**src/nds_pkg.sv**
```systemverilog
// ----------------------------------------------------------------------------
// nds_pkg
// Shared widths, constants and register codes for the display mode selector.
// ----------------------------------------------------------------------------
package nds_pkg;

  // Longest mode list that gets distinct positions; later modes share the last one.
  localparam int MAX_MODES = 256;
  localparam int POS_W     = (MAX_MODES > 2) ? $clog2(MAX_MODES) : 1;
  localparam int IDX_W     = (POS_W > 8) ? POS_W : 8;

  localparam int DEPTH_W = 5;
  localparam int DIM_W   = 14;
  localparam int RATE_W  = 10;
  localparam int MASK_W  = 4;
  localparam int COLOR_W = 6;
  localparam int SQ_W    = 2 * DIM_W;
  localparam int SIZE_W  = 29;
  localparam int CFG_IDX_W  = 3;
  localparam int CFG_DATA_W = DIM_W;

  // Bits of the care mask.
  localparam int CARE_RED   = 0;
  localparam int CARE_GREEN = 1;
  localparam int CARE_BLUE  = 2;
  localparam int CARE_RATE  = 3;

  typedef enum logic [CFG_IDX_W-1:0] {
    CFG_CARE_MASK   = 3'd0,
    CFG_WANT_RED    = 3'd1,
    CFG_WANT_GREEN  = 3'd2,
    CFG_WANT_BLUE   = 3'd3,
    CFG_WANT_WIDTH  = 3'd4,
    CFG_WANT_HEIGHT = 3'd5,
    CFG_WANT_RATE   = 3'd6
  } cfg_reg_t;

endpackage

```
**src/nds_if.sv**
```systemverilog
// ----------------------------------------------------------------------------
// Display mode selector channels
// Valid/ready channels for candidate modes, search results and register writes.
// ----------------------------------------------------------------------------

interface nds_in_if;
  logic                        valid;
  logic                        ready;
  logic [nds_pkg::DEPTH_W-1:0] red_bits;
  logic [nds_pkg::DEPTH_W-1:0] green_bits;
  logic [nds_pkg::DEPTH_W-1:0] blue_bits;
  logic [nds_pkg::DIM_W-1:0]   mode_width;
  logic [nds_pkg::DIM_W-1:0]   mode_height;
  logic [nds_pkg::RATE_W-1:0]  refresh_rate;
  logic                        last_mode;

  modport source (output valid, red_bits, green_bits, blue_bits, mode_width,
                  mode_height, refresh_rate, last_mode, input ready);
  modport sink   (input valid, red_bits, green_bits, blue_bits, mode_width,
                  mode_height, refresh_rate, last_mode, output ready);
endinterface

interface nds_out_if;
  logic                        valid;
  logic                        ready;
  logic [7:0]                  best_index;
  logic [nds_pkg::COLOR_W-1:0] best_color_diff;
  logic [nds_pkg::SIZE_W-1:0]  best_size_diff;
  logic [nds_pkg::RATE_W-1:0]  best_rate_diff;

  modport source (output valid, best_index, best_color_diff, best_size_diff,
                  best_rate_diff, input ready);
  modport sink   (input valid, best_index, best_color_diff, best_size_diff,
                  best_rate_diff, output ready);
endinterface

interface nds_cfg_if;
  logic                           valid;
  logic                           ready;
  logic [nds_pkg::CFG_IDX_W-1:0]  index;
  logic [nds_pkg::CFG_DATA_W-1:0] wdata;

  modport source (output valid, index, wdata, input ready);
  modport sink   (input valid, index, wdata, output ready);
endinterface

```
**src/nearest_display_mode_selector.sv**
```systemverilog
// ----------------------------------------------------------------------------
// nearest_display_mode_selector
// Finds the mode in a streamed mode list that is closest to a desired mode.
// ----------------------------------------------------------------------------
//
//   Channel  Dir  Transfer carries
//   in_ch    in   one candidate mode (depths, size, rate, last_mode)
//   out_ch   out  winner of a list (index, color/size/rate distances)
//   cfg_ch   in   one register write (index, wdata), always ready
//
// One mode is taken per cycle unless a stalled result holds it back. A mode
// passes an input register, a distance stage that holds the two squares,
// and a compare stage that adds them, updates the kept best and registers
// the result of a list. The squaring multipliers set the clock rate.
// Reset (rst_n low at a clock edge) empties the pipeline, clears the search
// and sets all configuration registers to zero. A stalled result holds only
// the last mode of the next list; modes before it keep flowing.
//
// The color distance sums absolute depth differences over cared channels and
// saturates at 63. The size distance is dw*dw + dh*dh. The rate distance is
// the absolute difference when the rate is cared, else 1023 - rate so that
// the fastest mode wins. Modes are ranked by (color, size, rate) in that
// order; on a full tie the earlier mode stays.

module nearest_display_mode_selector (
  input  logic         clk,
  input  logic         rst_n,
  nds_in_if.sink       in_ch,
  nds_out_if.source    out_ch,
  nds_cfg_if.sink      cfg_ch
);

  // Configuration registers.
  logic [nds_pkg::MASK_W-1:0]  care_mask_r;
  logic [nds_pkg::DEPTH_W-1:0] want_red_r;
  logic [nds_pkg::DEPTH_W-1:0] want_green_r;
  logic [nds_pkg::DEPTH_W-1:0] want_blue_r;
  logic [nds_pkg::DIM_W-1:0]   want_width_r;
  logic [nds_pkg::DIM_W-1:0]   want_height_r;
  logic [nds_pkg::RATE_W-1:0]  want_rate_r;

  // Input register.
  logic                        s1_valid_r;
  logic [nds_pkg::DEPTH_W-1:0] s1_red_r;
  logic [nds_pkg::DEPTH_W-1:0] s1_green_r;
  logic [nds_pkg::DEPTH_W-1:0] s1_blue_r;
  logic [nds_pkg::DIM_W-1:0]   s1_width_r;
  logic [nds_pkg::DIM_W-1:0]   s1_height_r;
  logic [nds_pkg::RATE_W-1:0]  s1_rate_r;
  logic                        s1_last_r;

  // Distance stage.
  logic                        s2_valid_r;
  logic [nds_pkg::COLOR_W-1:0] s2_color_r;
  logic [nds_pkg::SQ_W-1:0]    s2_wsq_r;
  logic [nds_pkg::SQ_W-1:0]    s2_hsq_r;
  logic [nds_pkg::RATE_W-1:0]  s2_rate_r;
  logic                        s2_last_r;

  // Search state.
  logic                        have_best_r;
  logic [nds_pkg::POS_W-1:0]   pos_r;
  logic [nds_pkg::POS_W-1:0]   kept_index_r;
  logic [nds_pkg::COLOR_W-1:0] kept_color_r;
  logic [nds_pkg::SIZE_W-1:0]  kept_size_r;
  logic [nds_pkg::RATE_W-1:0]  kept_rate_r;

  // Result register.
  logic                        out_valid_r;
  logic [7:0]                  out_index_r;
  logic [nds_pkg::COLOR_W-1:0] out_color_r;
  logic [nds_pkg::SIZE_W-1:0]  out_size_r;
  logic [nds_pkg::RATE_W-1:0]  out_rate_r;

  // Handshake and datapath signals.
  logic                        in_fire;
  logic                        out_free;
  logic                        s2_load;
  logic                        s3_fire;

  logic [nds_pkg::DEPTH_W-1:0] dr;
  logic [nds_pkg::DEPTH_W-1:0] dg;
  logic [nds_pkg::DEPTH_W-1:0] db;
  logic [nds_pkg::COLOR_W:0]   color_sum;
  logic [nds_pkg::COLOR_W-1:0] color_nxt;
  logic [nds_pkg::DIM_W-1:0]   dw;
  logic [nds_pkg::DIM_W-1:0]   dh;
  logic [nds_pkg::SQ_W-1:0]    wsq_nxt;
  logic [nds_pkg::SQ_W-1:0]    hsq_nxt;
  logic [nds_pkg::RATE_W-1:0]  rate_nxt;

  logic [nds_pkg::SIZE_W-1:0]  size_cur;
  logic                        color_eq;
  logic                        size_eq;
  logic                        take;
  logic [nds_pkg::POS_W-1:0]   kept_index_nxt;
  logic [nds_pkg::COLOR_W-1:0] kept_color_nxt;
  logic [nds_pkg::SIZE_W-1:0]  kept_size_nxt;
  logic [nds_pkg::RATE_W-1:0]  kept_rate_nxt;
  logic [nds_pkg::IDX_W-1:0]   index_ext;

  // --------------------------------------------------------------------------
  // Flow control. Only a last mode needs room in the result register, so the
  // compare stage stalls only for that case and every stage before it drains
  // into the next as soon as that one moves on.
  // --------------------------------------------------------------------------
  always_comb begin
    out_free    = !out_valid_r || out_ch.ready;
    s3_fire     = s2_valid_r && (!s2_last_r || out_free);
    s2_load     = s1_valid_r && (!s2_valid_r || s3_fire);
    in_ch.ready = !s1_valid_r || s2_load;
    in_fire     = in_ch.valid && in_ch.ready;
  end

  assign cfg_ch.ready = 1'b1;

  always_ff @(posedge clk) begin
    if (!rst_n) begin
      care_mask_r   <= '0;
      want_red_r    <= '0;
      want_green_r  <= '0;
      want_blue_r   <= '0;
      want_width_r  <= '0;
      want_height_r <= '0;
      want_rate_r   <= '0;
    end else if (cfg_ch.valid) begin
      case (nds_pkg::cfg_reg_t'(cfg_ch.index))
        nds_pkg::CFG_CARE_MASK:   care_mask_r   <= cfg_ch.wdata[nds_pkg::MASK_W-1:0];
        nds_pkg::CFG_WANT_RED:    want_red_r    <= cfg_ch.wdata[nds_pkg::DEPTH_W-1:0];
        nds_pkg::CFG_WANT_GREEN:  want_green_r  <= cfg_ch.wdata[nds_pkg::DEPTH_W-1:0];
        nds_pkg::CFG_WANT_BLUE:   want_blue_r   <= cfg_ch.wdata[nds_pkg::DEPTH_W-1:0];
        nds_pkg::CFG_WANT_WIDTH:  want_width_r  <= cfg_ch.wdata[nds_pkg::DIM_W-1:0];
        nds_pkg::CFG_WANT_HEIGHT: want_height_r <= cfg_ch.wdata[nds_pkg::DIM_W-1:0];
        nds_pkg::CFG_WANT_RATE:   want_rate_r   <= cfg_ch.wdata[nds_pkg::RATE_W-1:0];
        default: begin
        end
      endcase
    end
  end

  // --------------------------------------------------------------------------
  // Input register.
  // --------------------------------------------------------------------------
  always_ff @(posedge clk) begin
    if (!rst_n) begin
      s1_valid_r <= 1'b0;
    end else if (in_fire) begin
      s1_valid_r <= 1'b1;
    end else if (s2_load) begin
      s1_valid_r <= 1'b0;
    end
  end

  always_ff @(posedge clk) begin
    if (in_fire) begin
      s1_red_r    <= in_ch.red_bits;
      s1_green_r  <= in_ch.green_bits;
      s1_blue_r   <= in_ch.blue_bits;
      s1_width_r  <= in_ch.mode_width;
      s1_height_r <= in_ch.mode_height;
      s1_rate_r   <= in_ch.refresh_rate;
      s1_last_r   <= in_ch.last_mode;
    end
  end

  // --------------------------------------------------------------------------
  // Distances. Channels that are not cared contribute zero to the color sum.
  // --------------------------------------------------------------------------
  always_comb begin
    dr = '0;
    dg = '0;
    db = '0;
    if (care_mask_r[nds_pkg::CARE_RED]) begin
      dr = (s1_red_r >= want_red_r) ? s1_red_r - want_red_r : want_red_r - s1_red_r;
    end
    if (care_mask_r[nds_pkg::CARE_GREEN]) begin
      dg = (s1_green_r >= want_green_r) ? s1_green_r - want_green_r
                                        : want_green_r - s1_green_r;
    end
    if (care_mask_r[nds_pkg::CARE_BLUE]) begin
      db = (s1_blue_r >= want_blue_r) ? s1_blue_r - want_blue_r : want_blue_r - s1_blue_r;
    end
    color_sum = (nds_pkg::COLOR_W+1)'(dr) + (nds_pkg::COLOR_W+1)'(dg)
              + (nds_pkg::COLOR_W+1)'(db);
    color_nxt = color_sum[nds_pkg::COLOR_W] ? {nds_pkg::COLOR_W{1'b1}}
                                            : color_sum[nds_pkg::COLOR_W-1:0];

    dw = (s1_width_r >= want_width_r) ? s1_width_r - want_width_r
                                      : want_width_r - s1_width_r;
    dh = (s1_height_r >= want_height_r) ? s1_height_r - want_height_r
                                        : want_height_r - s1_height_r;
    wsq_nxt = nds_pkg::SQ_W'(dw) * nds_pkg::SQ_W'(dw);
    hsq_nxt = nds_pkg::SQ_W'(dh) * nds_pkg::SQ_W'(dh);

    if (care_mask_r[nds_pkg::CARE_RATE]) begin
      rate_nxt = (s1_rate_r >= want_rate_r) ? s1_rate_r - want_rate_r
                                            : want_rate_r - s1_rate_r;
    end else begin
      // All-ones minus the rate: the fastest mode gets the smallest distance.
      rate_nxt = ~s1_rate_r;
    end
  end

  always_ff @(posedge clk) begin
    if (!rst_n) begin
      s2_valid_r <= 1'b0;
    end else if (s2_load) begin
      s2_valid_r <= 1'b1;
    end else if (s3_fire) begin
      s2_valid_r <= 1'b0;
    end
  end

  always_ff @(posedge clk) begin
    if (s2_load) begin
      s2_color_r <= color_nxt;
      s2_wsq_r   <= wsq_nxt;
      s2_hsq_r   <= hsq_nxt;
      s2_rate_r  <= rate_nxt;
      s2_last_r  <= s1_last_r;
    end
  end

  // --------------------------------------------------------------------------
  // Compare stage. The first mode of a list is always taken; after that a
  // mode replaces the kept one only if it is strictly smaller in the
  // (color, size, rate) order.
  // --------------------------------------------------------------------------
  always_comb begin
    size_cur = nds_pkg::SIZE_W'(s2_wsq_r) + nds_pkg::SIZE_W'(s2_hsq_r);
    color_eq = (s2_color_r == kept_color_r);
    size_eq  = (size_cur == kept_size_r);
    take     = !have_best_r
            || (s2_color_r < kept_color_r)
            || (color_eq && (size_cur < kept_size_r))
            || (color_eq && size_eq && (s2_rate_r < kept_rate_r));

    kept_index_nxt = take ? pos_r      : kept_index_r;
    kept_color_nxt = take ? s2_color_r : kept_color_r;
    kept_size_nxt  = take ? size_cur   : kept_size_r;
    kept_rate_nxt  = take ? s2_rate_r  : kept_rate_r;
    index_ext      = nds_pkg::IDX_W'(kept_index_nxt);
  end

  always_ff @(posedge clk) begin
    if (!rst_n) begin
      have_best_r <= 1'b0;
      pos_r       <= '0;
    end else if (s3_fire) begin
      if (s2_last_r) begin
        have_best_r <= 1'b0;
        pos_r       <= '0;
      end else begin
        have_best_r <= 1'b1;
        // The position saturates, so modes beyond the limit share the last index.
        if (pos_r != nds_pkg::POS_W'(nds_pkg::MAX_MODES - 1)) begin
          pos_r <= pos_r + 1'b1;
        end
      end
    end
  end

  always_ff @(posedge clk) begin
    if (s3_fire) begin
      kept_index_r <= kept_index_nxt;
      kept_color_r <= kept_color_nxt;
      kept_size_r  <= kept_size_nxt;
      kept_rate_r  <= kept_rate_nxt;
    end
  end

  // --------------------------------------------------------------------------
  // Result register.
  // --------------------------------------------------------------------------
  always_ff @(posedge clk) begin
    if (!rst_n) begin
      out_valid_r <= 1'b0;
    end else if (s3_fire && s2_last_r) begin
      out_valid_r <= 1'b1;
    end else if (out_ch.ready) begin
      out_valid_r <= 1'b0;
    end
  end

  always_ff @(posedge clk) begin
    if (s3_fire && s2_last_r) begin
      out_index_r <= index_ext[7:0];
      out_color_r <= kept_color_nxt;
      out_size_r  <= kept_size_nxt;
      out_rate_r  <= kept_rate_nxt;
    end
  end

  assign out_ch.valid           = out_valid_r;
  assign out_ch.best_index      = out_index_r;
  assign out_ch.best_color_diff = out_color_r;
  assign out_ch.best_size_diff  = out_size_r;
  assign out_ch.best_rate_diff  = out_rate_r;

endmodule

```
**src/flat_wrapper.sv**
```systemverilog
// flat-port wrapper written by rule: the top's interface ports become plain ports
module nearest_display_mode_selector_flat 
  (clk, rst_n, in_ch_valid, in_ch_red_bits, in_ch_green_bits, in_ch_blue_bits, in_ch_mode_width, in_ch_mode_height, in_ch_refresh_rate, in_ch_last_mode, in_ch_ready, out_ch_valid, out_ch_best_index, out_ch_best_color_diff, out_ch_best_size_diff, out_ch_best_rate_diff, out_ch_ready, cfg_ch_valid, cfg_ch_index, cfg_ch_wdata, cfg_ch_ready);
  nds_in_if in_ch_i ();
  nds_out_if out_ch_i ();
  nds_cfg_if cfg_ch_i ();
  input  logic clk;
  input  logic rst_n;
  input wire logic [$bits(in_ch_i.valid)-1:0] in_ch_valid;
  input wire logic [$bits(in_ch_i.red_bits)-1:0] in_ch_red_bits;
  input wire logic [$bits(in_ch_i.green_bits)-1:0] in_ch_green_bits;
  input wire logic [$bits(in_ch_i.blue_bits)-1:0] in_ch_blue_bits;
  input wire logic [$bits(in_ch_i.mode_width)-1:0] in_ch_mode_width;
  input wire logic [$bits(in_ch_i.mode_height)-1:0] in_ch_mode_height;
  input wire logic [$bits(in_ch_i.refresh_rate)-1:0] in_ch_refresh_rate;
  input wire logic [$bits(in_ch_i.last_mode)-1:0] in_ch_last_mode;
  output wire logic [$bits(in_ch_i.ready)-1:0] in_ch_ready;
  output wire logic [$bits(out_ch_i.valid)-1:0] out_ch_valid;
  output wire logic [$bits(out_ch_i.best_index)-1:0] out_ch_best_index;
  output wire logic [$bits(out_ch_i.best_color_diff)-1:0] out_ch_best_color_diff;
  output wire logic [$bits(out_ch_i.best_size_diff)-1:0] out_ch_best_size_diff;
  output wire logic [$bits(out_ch_i.best_rate_diff)-1:0] out_ch_best_rate_diff;
  input wire logic [$bits(out_ch_i.ready)-1:0] out_ch_ready;
  input wire logic [$bits(cfg_ch_i.valid)-1:0] cfg_ch_valid;
  input wire logic [$bits(cfg_ch_i.index)-1:0] cfg_ch_index;
  input wire logic [$bits(cfg_ch_i.wdata)-1:0] cfg_ch_wdata;
  output wire logic [$bits(cfg_ch_i.ready)-1:0] cfg_ch_ready;
  assign in_ch_i.valid = in_ch_valid;
  assign in_ch_i.red_bits = in_ch_red_bits;
  assign in_ch_i.green_bits = in_ch_green_bits;
  assign in_ch_i.blue_bits = in_ch_blue_bits;
  assign in_ch_i.mode_width = in_ch_mode_width;
  assign in_ch_i.mode_height = in_ch_mode_height;
  assign in_ch_i.refresh_rate = in_ch_refresh_rate;
  assign in_ch_i.last_mode = in_ch_last_mode;
  assign in_ch_ready = in_ch_i.ready;
  assign out_ch_valid = out_ch_i.valid;
  assign out_ch_best_index = out_ch_i.best_index;
  assign out_ch_best_color_diff = out_ch_i.best_color_diff;
  assign out_ch_best_size_diff = out_ch_i.best_size_diff;
  assign out_ch_best_rate_diff = out_ch_i.best_rate_diff;
  assign out_ch_i.ready = out_ch_ready;
  assign cfg_ch_i.valid = cfg_ch_valid;
  assign cfg_ch_i.index = cfg_ch_index;
  assign cfg_ch_i.wdata = cfg_ch_wdata;
  assign cfg_ch_ready = cfg_ch_i.ready;
  nearest_display_mode_selector u_core (.clk(clk), .rst_n(rst_n), .in_ch(in_ch_i), .out_ch(out_ch_i), .cfg_ch(cfg_ch_i));
endmodule
```
**config.mk**
```make
export PLATFORM = sky130hd
export DESIGN_NAME = nearest_display_mode_selector_flat
export DESIGN_NICKNAME = d
export VERILOG_FILES = /design/src/nds_pkg.sv /design/src/nds_if.sv /design/src/nearest_display_mode_selector.sv /design/src/flat_wrapper.sv
export SDC_FILE = /design/constraint.sdc
export NUM_CORES = 1
export LEC_CHECK = 0
export BUFFER_PORTS_ARGS = -buffer_cell sky130_fd_sc_hd__buf_4
export CAP_MARGIN = 20
export CORE_ASPECT_RATIO = 0.8
export CORE_MARGIN = 4
export CORE_UTILIZATION = 35
export CTS_CLUSTER_DIAMETER = 100
export DETAILED_ROUTE_END_ITERATION = 6
export PLACE_DENSITY_LB_ADDON = 0.15
export SYNTH_ARGS = -nofsm -noshare
export SYNTH_HDL_FRONTEND = slang
export SYNTH_SLANG_ARGS = --single-unit
```
**constraint.sdc**
```tcl
create_clock -name clk -period 12.5 [get_ports clk]
set_input_delay 2.5 -clock clk [delete_from_list [all_inputs] [get_ports clk]]
set_output_delay 2.5 -clock clk [all_outputs]
set_load 0.01 [all_outputs]
```
==> flow_metrics.py <==
metrics = {
    "outcome": {
        "status": "complete, no violations",
    },
    "finish": {
        "area_growth_pct": 12.59,
        "finalNetCount": 3614,
        "mostFrequentLayoutCells": "inv_1 (501), ha_1 (358), nand2_1 (246), fa_1 (246), edfxtp_1 (231)",
        "layout_commonest_cell": "inv_1",
        "drive_gt1_frac": 0.1090,
        "nFillCells": 7973,
    },
    "clock_network": {
        "ctsHoldBuffers": 0,
        "cts_buffers": 36,
        "worstSkewPairLatency_ns": 0.58,
        "tritoncts": "built",
        "htree_levels": 2,
        "cts-root-buf": "clkbuf_16",
        "cts_resized": 0,
        "clk_pin_slew_ns": 0.06,
        "clkSinkCount": 300,
        "clockBufferDepth": 3,
        "cts_setup_buffers": 0,
    },
    "synth": {
        "synth_enable_flop_cells": 231,
        "synth_area_um2": 28410,
        "synth_ff_type": "edfxtp_1",
        "async_flop_share": 0,
        "synthCells": 2806,
        "ys_seq_area_frac": 0.2928,
        "synth_seq_cells": 300,
        "syn_nets": 3486,
        "synth.distinct_cells": 89,
        "syn_area_per_cell_um2": 10.13,
        "yosys_warnings": 0,
    },
    "floorplan": {
        "start_util": 0.3528,
        "ios": 132,
        "core_region_area_um2": 80520,
        "dieArea_um2": 85830,
        "die_h_um": 262.8,
        "die_w_um": 326.5,
        "rows": 93,
    },
    "sta": {
        "maxSlewViolCount": 0,
        "slew_headroom": 0.2723,
        "fin_crit_ns": 10.20,
        "setup-tns-final_ns": 0,
        "setup_violations": 0,
        "hold_violations": 0,
        "fmax_mhz": 98.00,
        "worstMarginPinSlew_ns": 1.061,
        "worst_clock_skew_ns": 0.02845,
        "rsz0062_at_grt": "no",
        "timing.final.crit_share": 0.8163,
    },
    "drt": {
        "drt-initial-drc-count": 1182,
        "vias": 19829,
        "drc": 0,
        "wl_per_cell_um": 17.71,
        "routed_via_density": 4.886,
        "wirelength_um": 71870,
        "firstDrtPassIters": 5,
        "ant_nets": 0,
    },
    "setup_path": {
        "worstPathRequired_ns": 12.80,
        "crit_buf_inv": 6,
        "cp.arrival_ns": 10.51,
        "critPathMaxStageDelay_ns": 0.55,
        "crit_family": "adder cells",
        "crit_type": "flip-flop to flip-flop",
        "start_kind": "flip-flop",
        "cp-end-kind": "flip-flop",
        "cpMostUsedCell": "fa_1",
        "worstPathMaxFanout": 16,
        "slowest_stage": "fa_1",
    },
    "flow_run": {
        "maxCapViolations": 0,
    },
    "placement": {
        "gp_congestion": 0.8594,
        "port_buffers": 130,
        "dp_hpwl_um": 58080,
    },
    "min_path": {
        "holdCritPathClass": "flip-flop to flip-flop",
    },
    "global_routing": {
        "grt_max_degree": 71,
        "grt_pass1_wl_um": 114700,
        "antenna_found_initial": 9,
        "grt_use_total": 0.1684,
        "overflow": 0,
        "grt_pass1_vias": 20901,
    },
}
flip-flops by register name, indices dropped and copies added, names as in the netlist, 14 cells and up:
register and cells:
u_core.out_ch.best_size_diff 29, u_core.s2_hsq_r 27, u_core.s1_height_r 14, u_core.s2_wsq_r 27, u_core.kept_size_r 29, u_core.want_height_r 14
u_core.s1_width_r 14, u_core.want_width_r 14
area by class of cell:
type | instances | area (um^2) | area share
Antenna cell | 4 | 10.01 | 0.0003129
Clock buffer | 42 | 944.7 | 0.02953
Clock inverter | 24 | 350.3 | 0.01095
Inverter | 509 | 1911 | 0.05972
Multi-Input combinational cell | 1932 | 17920 | 0.5603
Sequential cell | 300 | 8318 | 0.2600
Tap cell | 1092 | 1366 | 0.04271
Timing Repair Buffer | 155 | 1167 | 0.03649
metal layers:
layer / GRT usage / up-vias / wire, um
li1: - / 9580 / -
met1: 0.2395 / 9781 / 34330
met2: 0.2622 / 376 / 31840
met3: 0.03635 / 88 / 4008
met4: 0.04011 / 4 / 1649
met5: 0 / - / 40
cell families after synthesis:
| kind of cell | share of synthesized area |
|---|---|
| other | 0.0001320 |
| DFF | 0.2928 |
| and+or+nand+nor | 0.1049 |
| muxes | 0.04571 |
| adders and majority gates | 0.3310 |
| AOI/OAI and AO/OA | 0.1026 |
| buffers and inverters | 0.07768 |
| xor gates and xnor gates | 0.04523 |
path summary, 6_finish.rpt:
check / slack [ns] / cells after the start / endpoint / start
max: 2.30 / 33 / u_core.s2_wsq_r[27]$_DFFE_PP_ / u_core.s1_width_r[0]$_DFFE_PP_
min: 0.43 / 0 / u_core.s2_last_r$_DFFE_PP_ / u_core.s1_last_r$_DFFE_PP_
max reg2reg: 2.30 / 33 / u_core.s2_wsq_r[27]$_DFFE_PP_ / u_core.s1_width_r[0]$_DFFE_PP_
min reg2reg: 0.43 / 0 / u_core.s2_last_r$_DFFE_PP_ / u_core.s1_last_r$_DFFE_PP_
cell usage after synthesis, drive strengths merged (6+ instances only):
| library cell | count | area, um^2 |
|---|---|---|
| inv | 507 | 1903 |
| xnor2 | 86 | 794.5 |
| o31ai | 6 | 50.05 |
| nor3 | 19 | 95.09 |
| nand2b | 29 | 181.4 |
| nand3 | 31 | 155.2 |
| ha | 358 | 4479 |
| nor2 | 158 | 593.1 |
| a31oi | 12 | 75.07 |
| buf | 20 | 126.4 |
| nand3b | 8 | 60.06 |
| fa | 246 | 4925 |
| and4 | 8 | 70.07 |
| o211ai | 8 | 65.06 |
| nand2 | 246 | 923.4 |
| a31o | 6 | 52.55 |
| a21o | 94 | 705.7 |
| or2 | 11 | 68.82 |
| o21ai | 63 | 315.3 |
| a21oi | 113 | 580.6 |
| dfxtp | 69 | 1381 |
| edfxtp | 231 | 6937 |
| mux2 | 65 | 735.7 |
| a221o | 6 | 61.31 |
| nand4 | 18 | 112.6 |
| a211oi | 9 | 80.08 |
| mux2i | 55 | 563.0 |
| and2 | 20 | 125.1 |
| clkbuf | 45 | 170.2 |
| o21bai | 9 | 67.56 |
| a21boi | 47 | 352.8 |
| xor2 | 53 | 490.5 |
| nor2b | 59 | 369.1 |
| and3 | 14 | 87.58 |
| o21a | 14 | 105.1 |
stage by stage:
stage	utilization	hold WS (ns)	instances	setup slack, ns	instance area, um^2
6_report	0.3973	0.4335	4058	2.296	31990
5_1_grt	0.3972	0.4392	4054	1.786	31980
4_1_cts	0.3968	0.4295	4051	2.340	31950
3_5_place_dp	0.3808	0.4155	3985	2.402	30660
3_3_place_gp	0.3806	0.4135	3983	2.568	30640
2_1_floorplan	-	0.4003	2806	3.717	28410
Power is not shown: default switching activity piles up to over one toggle a cycle in this logic, so the estimate is an artifact.
